==> src/sv/uqsd_pkg.sv <==
// shared constants, types and hex helper for the url query string decoder
package uqsd_pkg;

    localparam logic [7:0] CH_QUERY = 8'h3F;
    localparam logic [7:0] CH_AMP   = 8'h26;
    localparam logic [7:0] CH_SEMI  = 8'h3B;
    localparam logic [7:0] CH_EQ    = 8'h3D;
    localparam logic [7:0] CH_PLUS  = 8'h2B;
    localparam logic [7:0] CH_PCT   = 8'h25;
    localparam logic [7:0] CH_SPACE = 8'h20;

    localparam logic [1:0] SEC_PATH  = 2'd0;
    localparam logic [1:0] SEC_KEY   = 2'd1;
    localparam logic [1:0] SEC_VALUE = 2'd2;
    localparam logic [1:0] SEC_FRESH = 2'd3;

    localparam logic [1:0] PH_NONE  = 2'd0;
    localparam logic [1:0] PH_HIGH  = 2'd1;
    localparam logic [1:0] PH_LOW   = 2'd2;
    localparam logic [1:0] PH_STRAY = 2'd3;

    localparam logic [1:0] PART_PATH  = 2'd0;
    localparam logic [1:0] PART_KEY   = 2'd1;
    localparam logic [1:0] PART_VALUE = 2'd2;

    typedef struct packed {
        logic [1:0] section;
        logic [1:0] phase;
        logic [3:0] nibble;
    } state_t;

    typedef struct packed {
        logic [7:0] out_byte;
        logic       byte_valid;
        logic [1:0] part;
        logic       pair_end;
        logic       bad_escape;
        logic       uri_end;
    } result_t;

    // bit 4 flags a hex digit, bits 3:0 hold its value
    function automatic logic [4:0] hex_digit(input logic [7:0] c);
        logic [4:0] r;
        r = 5'd0;
        if (c inside {[8'h30:8'h39]})
        begin
            r = {1'b1, c[3:0]};
        end
        else if (c inside {[8'h41:8'h46], [8'h61:8'h66]})
        begin
            r = {1'b1, c[3:0] + 4'd9};
        end
        return r;
    endfunction

endpackage

==> src/sv/uqsd_step.sv <==
// per-byte section tracking and percent decoding
module uqsd_step
    import uqsd_pkg::*;
(
    input  state_t     cur,
    input  logic [7:0] uri_byte,
    input  logic       is_last,
    output state_t     nxt,
    output result_t    res
);

    logic [1:0] sec;
    logic [1:0] ph;
    logic [3:0] nib;
    logic [4:0] hx;
    logic       delim;

    assign hx    = hex_digit(uri_byte);
    assign delim = uri_byte inside {CH_AMP, CH_SEMI};

    always_comb
    begin
        sec = cur.section;
        ph  = (cur.phase == PH_STRAY) ? PH_NONE : cur.phase;
        nib = cur.nibble;
        res = '0;
        res.uri_end = is_last;
        case (cur.section)
            SEC_PATH:  res.part = PART_PATH;
            SEC_VALUE: res.part = PART_VALUE;
            default:   res.part = PART_KEY;
        endcase

        case (cur.section)
            SEC_PATH:
            begin
                if (uri_byte == CH_QUERY)
                begin
                    sec = SEC_FRESH;
                end
                else
                begin
                    res.out_byte   = uri_byte;
                    res.byte_valid = 1'b1;
                end
            end
            SEC_VALUE:
            begin
                if (delim)
                begin
                    res.bad_escape = (ph != PH_NONE);
                    ph             = PH_NONE;
                    res.pair_end   = 1'b1;
                    sec            = SEC_FRESH;
                end
                else if (ph == PH_HIGH)
                begin
                    if (hx[4])
                    begin
                        nib = hx[3:0];
                        ph  = PH_LOW;
                    end
                    else
                    begin
                        res.bad_escape = 1'b1;
                        ph             = PH_NONE;
                    end
                end
                else if (ph == PH_LOW)
                begin
                    if (hx[4])
                    begin
                        res.out_byte   = {cur.nibble, hx[3:0]};
                        res.byte_valid = 1'b1;
                    end
                    else
                    begin
                        res.bad_escape = 1'b1;
                    end
                    ph = PH_NONE;
                end
                else if (uri_byte == CH_PLUS)
                begin
                    res.out_byte   = CH_SPACE;
                    res.byte_valid = 1'b1;
                end
                else if (uri_byte == CH_PCT)
                begin
                    ph = PH_HIGH;
                end
                else
                begin
                    res.out_byte   = uri_byte;
                    res.byte_valid = 1'b1;
                end
            end
            default:
            begin
                ph = PH_NONE;
                if (delim)
                begin
                    res.pair_end = 1'b1;
                    sec          = SEC_FRESH;
                end
                else if (uri_byte == CH_EQ)
                begin
                    sec = SEC_VALUE;
                end
                else
                begin
                    res.out_byte   = uri_byte;
                    res.byte_valid = 1'b1;
                    sec            = SEC_KEY;
                end
            end
        endcase

        if (is_last)
        begin
            if (ph != PH_NONE)
            begin
                res.bad_escape = 1'b1;
            end
            if (sec == SEC_KEY || sec == SEC_VALUE)
            begin
                res.pair_end = 1'b1;
            end
            sec = SEC_PATH;
            ph  = PH_NONE;
            nib = 4'd0;
        end

        nxt.section = sec;
        nxt.phase   = ph;
        nxt.nibble  = nib;
    end

endmodule

==> src/sv/url_query_string_decoder.sv <==
// top level of the url query string decoder
//
// usage: the request URI enters one byte per transfer on the input channel
// (in_valid, in_stall, uri_byte, is_last); is_last marks the final byte.
// every input byte yields exactly one result transfer on the output channel
// (out_valid, out_stall, out_byte, byte_valid, part, pair_end, bad_escape,
// uri_end). bytes before the first '?' come out as path, then keys pass raw
// and values are decoded ('+' to space, '%xx' to a byte).
// a byte taken sits in the input register, is decoded and lands in the
// result register when that register is free or its result is being taken,
// and is offered from there.
// throughput: one byte per cycle while out_stall stays low, set by the single
// decode step between the input register and the result register.
// while out_stall is high and a result is offered, the result register holds;
// the input register then fills and in_stall rises until the result is taken.
// reset clears both registers' valid flags and returns the parse state to
// the path section with no escape pending.
module url_query_string_decoder
    import uqsd_pkg::*;
(
    input  logic       clk,
    input  logic       rst_n,
    input  logic       in_valid,
    output logic       in_stall,
    input  logic [7:0] uri_byte,
    input  logic       is_last,
    output logic       out_valid,
    input  logic       out_stall,
    output logic [7:0] out_byte,
    output logic       byte_valid,
    output logic [1:0] part,
    output logic       pair_end,
    output logic       bad_escape,
    output logic       uri_end
);

    logic       s1_valid_reg;
    logic [7:0] s1_byte_reg;
    logic       s1_last_reg;
    state_t     state_reg;
    state_t     state_next;
    logic       out_valid_reg;
    result_t    res_reg;
    result_t    res_next;
    logic       advance;

    assign advance  = s1_valid_reg && (!out_valid_reg || !out_stall);
    assign in_stall = s1_valid_reg && !advance;

    uqsd_step u_step (
        .cur      (state_reg),
        .uri_byte (s1_byte_reg),
        .is_last  (s1_last_reg),
        .nxt      (state_next),
        .res      (res_next)
    );

    always_ff @(posedge clk or negedge rst_n)
    begin
        if (!rst_n)
        begin
            s1_valid_reg  <= 1'b0;
            out_valid_reg <= 1'b0;
            state_reg     <= '0;
        end
        else
        begin
            if (!in_stall)
            begin
                s1_valid_reg <= in_valid;
            end
            if (advance)
            begin
                out_valid_reg <= 1'b1;
                state_reg     <= state_next;
            end
            else if (!out_stall)
            begin
                out_valid_reg <= 1'b0;
            end
        end
    end

    // payload registers
    always_ff @(posedge clk)
    begin
        if (in_valid && !in_stall)
        begin
            s1_byte_reg <= uri_byte;
            s1_last_reg <= is_last;
        end
        if (advance)
        begin
            res_reg <= res_next;
        end
    end

    assign out_valid  = out_valid_reg;
    assign out_byte   = res_reg.out_byte;
    assign byte_valid = res_reg.byte_valid;
    assign part       = res_reg.part;
    assign pair_end   = res_reg.pair_end;
    assign bad_escape = res_reg.bad_escape;
    assign uri_end    = res_reg.uri_end;

`ifndef SYNTHESIS
    a_end_resets: assert property (@(posedge clk) disable iff (!rst_n)
        advance && s1_last_reg |=> state_reg.section == SEC_PATH && state_reg.phase == PH_NONE
                                   && state_reg.nibble == 4'd0)
        else $error("parse state not cleared after final byte");

    a_dropped_zero: assert property (@(posedge clk) disable iff (!rst_n)
        out_valid_reg && !res_reg.byte_valid |-> res_reg.out_byte == 8'd0)
        else $error("out_byte nonzero without data");

    a_part_range: assert property (@(posedge clk) disable iff (!rst_n)
        out_valid_reg |-> res_reg.part != 2'd3)
        else $error("illegal part code");

    a_bad_in_value: assert property (@(posedge clk) disable iff (!rst_n)
        out_valid_reg && res_reg.bad_escape |-> res_reg.part == PART_VALUE)
        else $error("escape error outside a value");

    a_stall_full: assert property (@(posedge clk) disable iff (!rst_n)
        in_stall |-> s1_valid_reg && out_valid_reg && out_stall)
        else $error("input stalled with room to move");
`endif

endmodule

==> config.mk <==
export PLATFORM = sky130hd
export DESIGN_NAME = url_query_string_decoder
export DESIGN_NICKNAME = d
export VERILOG_FILES = /design/src/sv/uqsd_pkg.sv /design/src/sv/uqsd_step.sv /design/src/sv/url_query_string_decoder.sv
export SDC_FILE = /design/constraint.sdc
export NUM_CORES = 1
export LEC_CHECK = 0
export BUFFER_PORTS_ARGS = -buffer_cell sky130_fd_sc_hd__buf_4
export CAP_MARGIN = 20
export CORE_UTILIZATION = 60
export CTS_CLUSTER_SIZE = 20
export DETAILED_ROUTE_END_ITERATION = 8
export PLACE_DENSITY = 0.84
export SLEW_MARGIN = 20
export SYNTH_ARGS = -nofsm -noshare
export SYNTH_HDL_FRONTEND = slang
export SYNTH_SLANG_ARGS = --single-unit
export TNS_END_PERCENT = 20
==> constraint.sdc <==
create_clock -name clk -period 3.2 [get_ports clk]
set_input_delay 0.16 -clock clk [delete_from_list [all_inputs] [get_ports clk]]
set_output_delay 0.16 -clock clk [all_outputs]
set_load 0.005 [all_outputs]
==> flow_summary.json <==
{
  "syn_inst": 156,
  "r2r_setup_slack_ns": 0.80,
  "start_util_pct": 63.7,
  "antenna_found_initial": 0,
  "grt_pass1_vias": 1372,
  "worst_pin_slew_ns": 0.662,
  "drive_gt1_share_pct": 21.4,
  "fin_skew_ns": 0.00724,
  "rr_endpoint": "bad_escape",
  "synth_top_area_cell": "edfxtp_1",
  "synth.distinct_cells": 48,
  "finalCritPeriodShare_pct": 75.0,
  "seqPwrFrac_pct": 59.5,
  "synth.most_common_cell": "edfxtp_1",
  "syn_nets": 175,
  "p_leak_nw": 0.851,
  "place_ws_ns": 0.863,
  "ys.flop_type": "edfxtp_1",
  "synth.area.top_cells": "edfxtp_1 39%, dfrtp_1 14%, ha_1 4.3%",
  "coreArea_um2": 2760,
  "clk_path_buf_depth": 2,
  "post-route-drc-count": 0,
  "finalMaxSlewViolations": 0,
  "power_mw": 0.912,
  "avgViaCountPerCell": 6.26,
  "async_reset_ff_share_pct": 30.3,
  "avgSynthCellArea_um2": 11.3,
  "rows": 19,
  "worstHoldPathType": "in -> reg",
  "synth_top_area_share_pct": 39.3,
  "synth_xor_area_share_pct": 0,
  "clock_latency_ns": 0.34,
  "clkSinkCount": 33,
  "grt_max_degree": 18,
  "status": "completed",
  "finalSetupViolCount": 0,
  "synth_mux_area_share_pct": 0,
  "synth_compound_area_share_pct": 19.1,
  "drtIter0Drc": 91,
  "yosys_warnings": 0,
  "irDropWorstVdd_v": 0.000407,
  "maxCapViolCount": 0,
  "fp.dieH_um": 56.1,
  "numCtsBuffers": 5,
  "synthSimpleGateAreaFrac_pct": 18.9,
  "relSlewSlack_pct": 55.8,
  "seq_area_frac_synth_pct": 53.5,
  "p_int_mw": 0.679,
  "p_comb_share_pct": 14.4,
  "end_kind": "register",
  "cp-start-kind": "register",
  "p_per_area_nw_per_um2": 427,
  "dieArea_um2": 3150,
  "io_pins": 29,
  "r2r_start": "s1_byte_reg[0]",
  "hp-start": "in_valid",
  "fmax_mhz": 417,
  "portBuffers": 28,
  "hold_end": "s1_valid_reg",
  "root_buffer": "clkbuf_4",
  "rr_worst_depth": 6,
  "place_hpwl_um": 2700,
  "num_antenna_cells": 0,
  "fin_setup_tns_ns": 0,
  "clk_pin_slew_ns": 0.09,
  "cts_setup_buffers": 0,
  "grt.total_usage_pct": 25.9,
  "via_count": 1421,
  "cts_resized": 0,
  "swShare_pct": 25.5,
  "holdBufCountCts": 10,
  "cts_tree": "built",
  "grt_first_pass_wirelength_um": 6240,
  "cp_max_fo": 10,
  "wl_per_cell_um": 16.3,
  "nets": 214,
  "power_frac_clock_pct": 26.2,
  "synthTopCellsByCount": "23 x edfxtp_1, 15 x nand2_1, 11 x inv_1",
  "htree_levels": 2,
  "grt_setup_unrepaired": "false",
  "fin_crit_ns": 2.40,
  "place_congestion": 0.954,
  "synth_edf_count": 23,
  "fp.dieW_um": 56.1,
  "grt.overflow.total": 0,
  "arrival_ns": 2.48,
  "wl_um": 3710,
  "syn_area_um2": 1760,
  "synth_top_family_by_area": "compound AO/OA/AOI/OAI gates",
  "setup_slack_ns": 0.800,
  "synthAdderAreaFrac_pct": 4.27,
  "hold_viol": 0,
  "cp.required_ns": 3.28,
  "switchingPower_mw": 0.233,
  "ant_nets": 0,
  "crit_type": "reg -> reg",
  "ys_ff_latch": 33,
  "dr.pass1.iters": 4,
  "hold_depth": 2,
  "synthToLayoutAreaGrowth_pct": 21.4
}
==> layout make-up <==
class	instances	area (um^2)
clock buffers	8	58.8
flip-flops and latches	33	941
fillers	204	624
inverters	11	41.3
multi-input cells	106	743
well taps	31	38.8
repair buffers	38	310
==> kinds of logic (layout without fill, tap and decap cells) <==
kind of cell    count (synthesis)  count (layout)
fa+ha+maj                       6               6
flops                          33              33
compound gates                 43              43
buf+inv                        17              57
simple gates                   57              57
==> routing by layer <==
metal | track usage [%] | share of wire (%) | vias to the layer above
met1 | 31.7 | 40 | 660
met2 | 43.4 | 49 | 71
met3 | 5.58 | 7.2 | 15
li1 | - | - | 675
met4 | 12.9 | 4.1 | 0
met5 | 0 | 0 | -
==> power groups by stage <==
stage / registers (mW) / logic [mW] / clock network [mW]
2_1_floorplan: 0.533 / 0.0806 / 0
3_3_place_gp: 0.549 / 0.117 / 0
3_5_place_dp: 0.551 / 0.121 / 0
4_1_cts: 0.542 / 0.131 / 0.241
5_1_grt: 0.547 / 0.146 / 0.260
6_report: 0.542 / 0.131 / 0.239
==> cells in the final DEF (no fill, tap or decap), types with 2 or more instances in the layout <==
| master | count |
|---|---|
| clkbuf_4 | 5 |
| a31oi_1 | 2 |
| a21oi_1 | 6 |
| and2_1 | 2 |
| ha_1 | 6 |
| nor4_1 | 3 |
| nor3_1 | 2 |
| and3_1 | 2 |
| nand2_1 | 15 |
| clkbuf_1 | 2 |
| dlygate4sd3_1 | 10 |
| o2bb2ai_1 | 2 |
| dfrtp_1 | 10 |
| o211a_1 | 2 |
| o311ai_1 | 2 |
| inv_1 | 11 |
| buf_4 | 28 |
| nand3_1 | 8 |
| a22o_1 | 8 |
| edfxtp_1 | 23 |
| o22ai_1 | 2 |
| nand3b_1 | 2 |
| o21ai_0 | 7 |
| nand2b_1 | 3 |
| nor2_1 | 7 |
| nor3b_1 | 2 |
==> how the worst max path moves through the flow <==
stage                   start           to  slack [ns]  cells past startpoint
2_1_floorplan  s1_byte_reg[0]   bad_escape        1.17                      6
3_3_place_gp   s1_byte_reg[7]  out_byte[1]        0.95                      5
3_5_place_dp   s1_byte_reg[0]   bad_escape        0.86                      6
4_1_cts        s1_byte_reg[0]   bad_escape        0.84                      6
5_1_grt        s1_byte_reg[6]  out_byte[1]        0.72                      5
6_report       s1_byte_reg[0]   bad_escape        0.80                      6
==> critical path, stage by stage (launching register included) <==
cell	delay, ns
edfxtp_1	0.50
ha_1	0.32
nor3b_1	0.53
nor3_4	0.12
o2111ai_4	0.38
o211a_1	0.22
o22ai_1	0.08
==> per-stage QoR <==
step           util (%)  cells  hold WS (ns)  instance area [um^2]
2_1_floorplan         -    156        -0.136                  1760
3_3_place_gp       71.6    209      -0.00824                  1970
3_5_place_dp       71.6    209      -0.00662                  1970
4_1_cts            77.4    227        0.0144                  2130
5_1_grt            77.4    227        0.0216                  2130
6_report           77.4    227        0.0144                  2130
No activity file was read; power rests on OpenSTA's default activity.
